$ cat config.mk
export PLATFORM = sky130hd
export DESIGN_NAME = pia_csr
export DESIGN_NICKNAME = d
export VERILOG_FILES = /design/src/hdl/pia_pkg.sv /design/src/hdl/pia_csr.sv
export SDC_FILE = /design/constraint.sdc
export NUM_CORES = 1
export LEC_CHECK = 0
export ABC_AREA = 1
export BUFFER_PORTS_ARGS = -buffer_cell sky130_fd_sc_hd__buf_4
export CORE_ASPECT_RATIO = 2
export CORE_MARGIN = 5
export CORE_UTILIZATION = 50
export CTS_BUF_LIST = sky130_fd_sc_hd__clkbuf_16
export CTS_CLUSTER_DIAMETER = 50
export DETAILED_ROUTE_END_ITERATION = 6
export PLACE_DENSITY = 0.91
export SYNTH_ARGS = -nofsm -noshare
export SYNTH_HDL_FRONTEND = slang
export SYNTH_SLANG_ARGS = --single-unit
export TNS_END_PERCENT = 20
$ cat constraint.sdc
create_clock -name clock -period 1.7 [get_ports clock]
set_input_delay 0.255 -clock clock [delete_from_list [all_inputs] [get_ports clock]]
set_output_delay 0.255 -clock clock [all_outputs]
set_load 0.005 [all_outputs]
$ cat src/hdl/pia_pkg.sv
// Package for the page id allocator: word widths, operation and status codes,
// register map and reset values. Depends on nothing.
`timescale 1ns / 1ps
`default_nettype none

package pia_pkg;

   // Fixed word field widths
   localparam int OP_BITS     = 2;
   localparam int PAGE_BITS   = 32;
   localparam int STATUS_BITS = 3;

   // Defaults for the top level parameters
   localparam int FREE_DEPTH_DEFAULT = 1024;
   localparam int ID_BITS_DEFAULT    = 32;

   // Register port
   localparam int CSR_ADDR_BITS = 3;
   localparam int CSR_DATA_BITS = 32;

   localparam logic [CSR_DATA_BITS-1:0] CAPACITY_RESET   = 32'd65536;
   localparam logic [CSR_DATA_BITS-1:0] FIRST_FREE_RESET = 32'd1;

   typedef enum logic [OP_BITS-1:0] {
      OP_ALLOC   = 2'd0,
      OP_RELEASE = 2'd1,
      OP_WRITE   = 2'd2
   } op_type;

   typedef enum logic [STATUS_BITS-1:0] {
      ST_REUSED   = 3'd0,
      ST_NEW      = 3'd1,
      ST_FULL     = 3'd2,
      ST_RELEASED = 3'd3,
      ST_INVALID  = 3'd4,
      ST_OVERFLOW = 3'd5,
      ST_WRITTEN  = 3'd6
   } status_type;

   // Register index is address bit 2
   typedef enum logic {
      REG_CAPACITY   = 1'b0,
      REG_FIRST_FREE = 1'b1
   } csr_reg_type;

   // Controller to datapath
   typedef struct packed {
      logic capture;   // latch the incoming word
      logic execute;   // apply the request and load the result register
   } pia_cmd_type;

   // Datapath to controller
   typedef struct packed {
      logic out_stall; // result register full and not taken this cycle
   } pia_stat_type;

endpackage

`default_nettype wire

$ cat src/hdl/pia_csr.sv
// Configuration registers (capacity, first free id) on an APB-style port.
// Depends on pia_pkg.
`timescale 1ns / 1ps
`default_nettype none

module pia_csr import pia_pkg::*; (
   input  wire logic                     clock,
   input  wire logic                     reset,
   input  wire logic                     psel,
   input  wire logic                     penable,
   input  wire logic                     pwrite,
   input  wire logic [CSR_ADDR_BITS-1:0] paddr,
   input  wire logic [CSR_DATA_BITS-1:0] pwdata,
   output logic      [CSR_DATA_BITS-1:0] prdata,
   output logic                          pready,
   output logic      [CSR_DATA_BITS-1:0] capacity,
   output logic      [CSR_DATA_BITS-1:0] first_free,
   output logic                          load_counter
);

   logic [CSR_DATA_BITS-1:0] capacity_ff;
   logic [CSR_DATA_BITS-1:0] first_free_ff;
   logic                     wr_en;
   csr_reg_type              sel;

   assign pready = 1'b1;
   assign wr_en  = psel & penable & pwrite;
   assign sel    = csr_reg_type'(paddr[2]);

   // Register writes
   always_ff @(posedge clock) begin
      if (reset) begin
         capacity_ff   <= CAPACITY_RESET;
         first_free_ff <= FIRST_FREE_RESET;
      end else if (wr_en) begin
         unique case (sel)
            REG_CAPACITY:   capacity_ff   <= pwdata;
            REG_FIRST_FREE: first_free_ff <= pwdata;
            default: ;
         endcase
      end
   end

   // Read mux
   always_comb begin
      unique case (sel)
         REG_CAPACITY:   prdata = capacity_ff;
         REG_FIRST_FREE: prdata = first_free_ff;
         default:        prdata = '0;
      endcase
   end

   // Writing the first free id reloads the page counter
   assign load_counter = wr_en & (sel == REG_FIRST_FREE);
   assign capacity     = capacity_ff;
   assign first_free   = pwdata;

endmodule

`default_nettype wire

; ---- Word-level counts from Yosys, hierarchy flattened
; Cells that the tools add are included.
[classes]
reduce_logical = 2
n_bitwise = 4
n_mux = 1
[op_table]
columns = op, n
row1 = 32-bit case mux with 2 select lines, 1
row2 = 2-bit AND reduction, 2
row3 = 1-bit AND, 3
row4 = 1-bit inverter, 1
[totals]
output_inout_bits = 98
inputBits = 40
reg_bits = 64

; ---- Longest topological paths before layout
; Gate-level depths: netlist of the first run.
[depth]
ltp_word = 3
depth_mapped = 6
depth_no_buf = 5

; ---- Worst setup path before layout of the first run
; Ideal clock, no wire load.
[synth_timing]
path_kind = input to output
start = input paddr[2]
end = output prdata[28]
stages = 5
n_path_buf = 2
setup_slack_ns = 0.667
required_time_ns = 1.445
arrival_ns = 0.778
cell_sequence = inv_2 > buf_2 > buf_2 > nand2_1 > nand2_1
[synth_via]
elab_chain_len = 2
[synth_lines]
columns = item, line_no
row1 = start: declaration, pia_csr.sv:12  ; input wire logic [CSR_ADDR_BITS-1:0] paddr,
row2 = 1-bit inverter (no source line), -
row3 = 32-bit case mux with 2 select lines *, pia_csr.sv:46  ; unique case (sel)
row4 = end: declaration, pia_csr.sv:14  ; output logic [CSR_DATA_BITS-1:0] prdata,
; Every way passes the cells marked *; elsewhere a longest branch is shown, timed or not.

; ---- Worst setup path in the final report of the first run
[layout_timing]
start = input paddr[2]
end = output prdata[19]
; The elaborated chain is that of the path after synthesis.

==> flow_summary.yaml, run 1 <==
synth:
  async_flop_share: 0
  synth_common_cells: "nand2_1, nor2_1, dfxtp_1, nand3_1, buf_4"
  synth_cell_types: 15
  synth-main-ff-cell: "dfxtp_1"
  synth.net_count: 560
  ys_ff_latch: 64
  synth-edff-count: 0
  synth.most_common_cell: "nand2_1"
  netlist.area_leader.share: 0.392
  synth_largest_area_cell: "dfxtp_1"
  ys_seq_area_frac: 0.392
  syn_area_mm2: 0.00327
  postSynthCellCount: 520
  synth_area_leaders: "dfxtp_1, nand2_1, nor2_1"
  synth_warnings: 0
  avgSynthCellArea_um2: 6.29
worst_setup_path:
  end_kind: "output pin"
  r2r_cells: 2
  r2r_setup_slack_ns: 1.11
  cp.required_ns: 1.44
  path_cells: "buf_4, inv_2, buf_12, nand2_1, nand2_1, buf_4"
  endpoint: "prdata[19]"
  crit_start: "paddr[2]"
  slowest_delay_ns: 0.24
  crit_path_max_fanout: 48
  worstReg2RegStart: "capacity[8]"
  start_kind: "primary input"
  critPathKind: "primary input to output pin"
  timing.rr.end: "capacity[8]"
  arrival_ns: 1.05
  cp_slowest_cell: "buf_12"
min_path:
  hp-class: "primary input to flip-flop"
  holdPathStages: 3
clocking:
  htreeDepth: 3
  cts_sinks: 64
  postCtsSetupRepairBufs: 0
  clock_path_buffers: 2
  clkLatencyLatePin_ns: 0.32
  cts_tree: "done"
  cts.reportedPaths.clkPinSlew_ns: 0.05
  cts_buffers: 9
  clock-root-buffer: "clkbuf_16"
  hold_buffers: 0
  cts_resized: 0
floorplan:
  initial_utilization: 0.514
  rows: 41
  num_io_pins: 138
  core_mm2: 0.00636
  dieHeight_um: 124
  die_area_mm2: 0.00836
  die_w_um: 67.2
timing:
  clock_skew_ns: 0
  worst_hold_slack_ns: 0.164
  fmax_mhz: 768
  min_period_ns: 1.30
  hold_violations: 0
  finalCritPeriodShare: 0.766
  setup_viol: 0
  rsz0062_at_grt: "no"
  final_max_slew_viol_count: 0
  setup_tns_ns: 0
  setup_ws_ns: 0.398
drt:
  wl_per_cell_um: 12.7
  num_vias: 3351
  antenna_left: 0
  first_pass_iters: 4
  route.detailed.drc: 0
  wl_mm: 8.95
  first_iter_violations: 229
  post_drt_via_cell_ratio: 4.76
layout:
  layout-drive-gt1-share: 0.267
  area_delta_synth_final_pct: 32.9
  finalNetCount: 653
  finalNonFillerCells: 704
  final_area_mm2: 0.00435
  num_antenna_cells: 0
  post-route-util: 0.683
power_and_ir_drop:
  vdd_drop_max_v: 0.000808
  p_per_area_mw_per_mm2: 850
  leakagePower_nw: 2.30
  power.total_mw: 3.69
run_status:
  run_status: "finished, final reports clean"
placement:
  place_congestion: 0.834
  postPlaceCellArea_mm2: 0.00409
  port_buffers: 134
  place_hpwl_mm: 6.67
  dp.cells: 688
  pre_cts_ws_ns: 0.410
grt:
  grt_pass1_vias: 3246
  antenna_found_initial: 0
  grt_max_degree: 49
  grt_pass1_wl_mm: 14.9
  grt-ovfl-total: 0
  grtUsageTotal: 0.229
flow_run:
  maxCapViolCount: 0
cell type report:
cell class	instances	area, µm²
Clock inverter	7	30.0
Fill cell	571	2010
Inverter	35	131
Sequential cell	64	1280
Multi-Input combinational cell	356	1440
Tap cell	86	108
Clock buffer	9	225
Timing Repair Buffer	147	1130
logic make-up (layout without fill, tap and decap cells):
group                  after synthesis  count (layout)  synth area share
AO/OA/AOI/OAI                        2               2           0.00306
buffers and inverters              100             198             0.167
flip-flops                          64              64             0.392
other                                1               1           0.00115
AND/OR/NAND/NOR                    353             353             0.437
routing by layer:
layer  vias up  GRT usage  share of wire
li1       1725          -              -
met1      1494      0.225           0.35
met2       112      0.423           0.56
met3        20     0.0460          0.053
met4         0      0.121          0.034
met5         -          0              0
worst min path at each step:
stage	start	endpoint	slack, ns
after global placement	first_free_ff[0]	first_free_ff[0]	0.45
after floorplan	pwdata[0]	first_free_ff[0]	0.38
after detailed placement	first_free_ff[0]	first_free_ff[0]	0.47
after CTS	pwdata[0]	first_free_ff[0]	0.16
final	pwdata[0]	first_free_ff[0]	0.16
after global routing	pwdata[0]	first_free_ff[0]	0.18
flip-flops by register name, indices dropped and copies added, names as in the netlist:
signal	cells
first_free_ff	32
capacity	32
critical path: cells and delay by family:
family	cells	cell delay, ns
buffers and inverters	4	0.61
and+or+nand+nor	2	0.18
where the power goes:
| group | switching [mW] | total [mW] | internal, mW | leakage, nW |
|---|---|---|---|---|
| clock network | 0.608 | 1.56 | 0.954 | 0.133 |
| registers | 0.0326 | 1.59 | 1.56 | 0.520 |
| logic | 0.279 | 0.544 | 0.264 | 1.64 |
| total | 0.920 | 3.69 | 2.77 | 2.30 |
placed cells by master, fill, tap and decap left out, drive strengths merged:
master | Yosys | final
inv | 35 | 36
nor2 | 127 | 127
clkinv | 0 | 6
nand2 | 161 | 161
conb | 1 | 1
o21ai | 2 | 2
nand3 | 65 | 65
buf | 65 | 147
dfxtp | 64 | 64
clkbuf | 0 | 9
No activity file was read; power rests on OpenSTA's default activity.
==> run 2: changes to the inputs <==
--- a/config.mk
+++ b/config.mk
@@ -5,15 +5,15 @@
 export SDC_FILE = /design/constraint.sdc
 export NUM_CORES = 1
 export LEC_CHECK = 0
-export ABC_AREA = 1
+export ABC_AREA = 0
 export BUFFER_PORTS_ARGS = -buffer_cell sky130_fd_sc_hd__buf_4
 export CORE_ASPECT_RATIO = 2
 export CORE_MARGIN = 5
-export CORE_UTILIZATION = 50
+export CORE_UTILIZATION = 48
 export CTS_BUF_LIST = sky130_fd_sc_hd__clkbuf_16
 export CTS_CLUSTER_DIAMETER = 50
 export DETAILED_ROUTE_END_ITERATION = 6
-export PLACE_DENSITY = 0.91
+export PLACE_DENSITY = 0.88
 export SYNTH_ARGS = -nofsm -noshare
 export SYNTH_HDL_FRONTEND = slang
 export SYNTH_SLANG_ARGS = --single-unit
==> constraint.sdc (replaced) <==
create_clock -name clock -period 1.3 [get_ports clock]
set_input_delay 0.195 -clock clock [delete_from_list [all_inputs] [get_ports clock]]
set_output_delay 0.195 -clock clock [all_outputs]
set_load 0.005 [all_outputs]
==> flow_summary.yaml, run 2 <==
grt:
  grt_max_degree: 31
  grt-ovfl-total: 0
  grtUsageTotal: 0.184
  grt_pass1_wl_mm: 12.0
  grt_pass1_vias: 2510
  antenna_found_initial: 0
worst_setup_path:
  r2r_setup_slack_ns: 0.65
  cp.required_ns: 1.11
  start_kind: "flip-flop"
  timing.rr.end: "first_free_ff[24]"
  critPathKind: "flip-flop to output pin"
  arrival_ns: 1.06
  r2r_cells: 2
  crit_path_max_fanout: 3
  worstReg2RegStart: "first_free_ff[24]"
  end_kind: "output pin"
synth:
  synth_cell_types: 15
  synth_largest_area_cell: "dfxtp_1"
  async_flop_share: 0
  avgSynthCellArea_um2: 10.4
  syn_area_mm2: 0.00330
  synth-edff-count: 0
  synth-main-ff-cell: "dfxtp_1"
  ys_seq_area_frac: 0.388
  synth.net_count: 356
  postSynthCellCount: 316
  synth_area_leaders: "dfxtp_1, mux2i_1, nand2b_1"
  synth.most_common_cell: "nand2b_1"
  ys_ff_latch: 64
  synth_warnings: 0
  synth_common_cells: "nand2b_1, dfxtp_1, mux2i_1"
  netlist.area_leader.share: 0.388
floorplan:
  rows: 42
  core_mm2: 0.00667
  num_io_pins: 138
  dieHeight_um: 127
  initial_utilization: 0.494
  die_w_um: 68.6
  die_area_mm2: 0.00873
layout:
  post-route-util: 0.664
  layout-drive-gt1-share: 0.447
  num_antenna_cells: 0
  final_common_cell: "buf_4"
  mostFrequentLayoutCells: "buf_4, nand2b_1, mux2i_1, dfxtp_1, mux2_2"
  finalNonFillerCells: 511
  area_delta_synth_final_pct: 34.4
  finalNetCount: 459
  final_area_mm2: 0.00443
power_and_ir_drop:
  p_per_area_mw_per_mm2: 1040
  leakagePower_nw: 2.13
  power.total_mw: 4.60
  vdd_drop_max_v: 0.000790
drt:
  first_pass_iters: 4
  wl_mm: 7.76
  route.detailed.drc: 0
  post_drt_via_cell_ratio: 4.87
  wl_per_cell_um: 15.2
  top_layer: "met4"
  antenna_left: 0
  met1_length_mm: 2.70
  route.met3.wl_um: 424
  first_iter_violations: 116
  num_vias: 2487
  dr_wl_met2_mm: 4.46
clocking:
  postCtsSetupRepairBufs: 0
  cts_buffers: 9
  clock_path_buffers: 2
  cts_sinks: 64
  cts_tree: "done"
  clock-root-buffer: "clkbuf_16"
  hold_buffers: 0
  cts_resized: 0
  clkLatencyLatePin_ns: 0.32
  cts.reportedPaths.clkPinSlew_ns: 0.05
  htreeDepth: 3
timing:
  setup_viol: 0
  setup_tns_ns: 0
  rsz0062_at_grt: "no"
  min_period_ns: 1.26
  fmax_mhz: 794
  setup_ws_ns: 0.0402
  worst_hold_slack_ns: 0.163
  final_max_slew_viol_count: 0
  finalCritPeriodShare: 0.969
  hold_violations: 0
  clock_skew_ns: 0
placement:
  pre_cts_ws_ns: 0.0967
  place_congestion: 0.762
  postPlaceCellArea_mm2: 0.00419
  place_hpwl_mm: 5.95
  port_buffers: 134
  dp.cells: 496
min_path:
  hp-class: "primary input to flip-flop"
  holdPathStages: 3
  min-delay-start: "pwdata[0]"
  min_to: "first_free_ff[0]"
run_status:
  run_status: "finished, final reports clean"
flow_run:
  maxCapViolCount: 0
==> run 2: cell types whose count changed after synthesis, sizes merged, moves of 21 or more <==
| cell | delta |
|---|---|
| buf | -21 |
| inv | -34 |
| mux2 | +32 |
| mux2i | +64 |
| nand2 | -161 |
| nand2b | +94 |
| nand3 | -65 |
| nor2 | -123 |
==> run 2: logic make-up after synthesis <==
family	synth area share
buf+inv	0.115
simple gates	0.192
flops	0.388
mux	0.303
other cells	0.00114
==> run 2: final cells by class <==
class	count	area (µm²)
Tap cell	88	110
Inverter	1	3.75
Timing Repair Buffer	145	1150
Clock buffer	9	225
Fill cell	558	2240
Sequential cell	64	1280
Multi-Input combinational cell	198	1640
Clock inverter	6	22.5
==> run 2: report_power, final <==
part / switching (mW) / internal [mW]
logic: 0.223 / 0.347
clock network: 0.757 / 1.23
registers: 0.0281 / 2.01
total: 1.01 / 3.59
==> run 2: worst max path at each step <==
stage | end | cells past startpoint | from
after CTS | prdata[18] | 2 | capacity[18]
after detailed placement | prdata[31] | 4 | paddr[2]
after global placement | prdata[17] | 4 | paddr[2]
final | prdata[18] | 2 | capacity[18]
after floorplan | capacity[10] | 5 | paddr[2]
after global routing | prdata[31] | 2 | capacity[31]
==> run 2: critical path, cell delays in order (launching register included) <==
cell and delay [ns]:
dfxtp_1 0.33, mux2_2 0.28, buf_4 0.14
==> run 2: per-layer routing <==
layer	vias to the layer above	GRT usage
met4	0	0.0762
met5	-	0
met2	80	0.339
met1	1180	0.180
met3	9	0.0554
li1	1218	-
==> run 3: changes to the inputs <==
--- a/config.mk
+++ b/config.mk
@@ -6,7 +6,7 @@
 export NUM_CORES = 1
 export LEC_CHECK = 0
 export ABC_AREA = 0
-export BUFFER_PORTS_ARGS = -buffer_cell sky130_fd_sc_hd__buf_4
+export BUFFER_PORTS_ARGS = -buffer_cell sky130_fd_sc_hd__buf_2
 export CORE_ASPECT_RATIO = 2
 export CORE_MARGIN = 5
 export CORE_UTILIZATION = 48
==> flow_summary.yaml, run 3 (same netlist as run 2, synthesis figures left out) <==
clocking:
  clock_path_buffers: 2
  hold_buffers: 0
  cts.reportedPaths.clkPinSlew_ns: 0.05
  clock-root-buffer: "clkbuf_16"
  clkLatencyLatePin_ns: 0.32
  cts_sinks: 64
  cts_tree: "done"
  htreeDepth: 3
  cts_buffers: 9
flow_run:
  maxCapViolCount: 0
timing:
  hold_violations: 0
  final_max_slew_viol_count: 0
  rsz0062_at_grt: "no"
  fmax_mhz: 799
  setup_viol: 0
  clock_skew_ns: 0
  setup_tns_ns: 0
  finalCritPeriodShare: 0.963
  min_period_ns: 1.25
worst_setup_path:
  r2r_setup_slack_ns: 0.67
  start_kind: "flip-flop"
  critPathKind: "flip-flop to output pin"
  crit_path_max_fanout: 3
  cp.required_ns: 1.11
  path_cells: "mux2_2, buf_2"
  cp_num_buf_inv: 1
  end_kind: "output pin"
  cpLargestDelayFamily: "flip-flops"
  cp_slowest_cell: "dfxtp_2"
  slowest_delay_ns: 0.32
  arrival_ns: 1.06
layout:
  layout-drive-gt1-share: 0.447
  mostFrequentLayoutCells: "buf_2, nand2b_1, mux2i_1, dfxtp_1, mux2_2"
  n_fill_cell: 576
  area_delta_synth_final_pct: 24.7
  finalNonFillerCells: 511
  final_common_cell: "buf_2"
  post-route-util: 0.616
  num_antenna_cells: 0
  finalNetCount: 458
placement:
  place_congestion: 0.783
  port_buffers: 134
  place_hpwl_mm: 5.73
  dp.cells: 495
grt:
  grt_pass1_wl_mm: 11.4
  grt-ovfl-total: 0
  grt_max_degree: 51
  antenna_found_initial: 0
  grt_pass1_vias: 2530
  grtUsageTotal: 0.174
floorplan:
  die_w_um: 68.6
  initial_utilization: 0.494
  rows: 42
  dieHeight_um: 127
  num_io_pins: 138
  core_mm2: 0.00667
  die_area_mm2: 0.00873
power_and_ir_drop:
  p_per_area_mw_per_mm2: 1100
  leakagePower_nw: 2.08
  vdd_drop_max_v: 0.000698
  power.total_mw: 4.54
drt:
  post_drt_via_cell_ratio: 4.86
  first_pass_iters: 5
  first_iter_violations: 109
  wl_per_cell_um: 14.6
  wl_mm: 7.47
  route.detailed.drc: 0
  num_vias: 2481
  antenna_left: 0
min_path:
  hp-class: "primary input to flip-flop"
run_status:
  run_status: "finished, final reports clean"
-- run 3: cell count changes in the layout (fill, tap and decap cells not counted), sizes merged --
cell	change
buf	-2
inv	+2
clkbuf	+1
clkinv	-1
-- run 3: worst paths after layout --
check,from,to,cells past startpoint
max,capacity[17],prdata[17],2
min,pwdata[16],first_free_ff[16],3
max reg2reg,capacity[26],capacity[26],2
min reg2reg,first_free_ff[23],first_free_ff[23],2
-- run 3: timing repair --
| action | in CTS | in global routing |
|---|---|---|
| gates resized for setup | 0 | 2 |
| buffers inserted | 0 | 0 |
| setup endpoints to repair | 0 | 10 |
-- run 3: where the power goes --
group	switching (mW)	internal [mW]	leakage, nW
Sequential	0.0263	2.01	0.518
Clock	0.776	1.24	0.144
Combinational	0.219	0.267	1.42
Total	1.02	3.51	2.08
-- run 3: metrics by stage --
| step | worst slack, ns | hold slack (ns) | area (µm²) |
|---|---|---|---|
| 2_1_floorplan | 0.231 | 0.350 | 3300 |
| 3_3_place_gp | 0.0404 | 0.455 | 3860 |
| 5_1_grt | 0.00398 | 0.164 | 4110 |
| 4_1_cts | 0.00982 | 0.147 | 4110 |
| 6_report | 0.0477 | 0.160 | 4110 |
| 3_5_place_dp | 0.0218 | 0.469 | 3860 |
-- run 3: worst min-delay path, delay by kind of cell --
| family | cells | cell delay [ns] |
|---|---|---|
| buf+inv | 1 | 0.11 |
| mux | 1 | 0.06 |
| simple gates | 1 | 0.06 |
-- run 3: cell type report --
cell class                      instances  area, µm²  area share
Clock inverter                          7       26.3     0.00639
Sequential cell                        64       1280       0.312
Multi-Input combinational cell        198       1640       0.399
Timing Repair Buffer                  144        823       0.200
Inverter                                1       3.75    0.000913
Clock buffer                            9        225      0.0548
Tap cell                               88        110      0.0268
-- run 3: layer usage --
layer | track usage | routed length [µm]
met4 | 0.107 | 266
met3 | 0.0404 | 378
met2 | 0.317 | 4180
met1 | 0.165 | 2650
met5 | 0 | 0
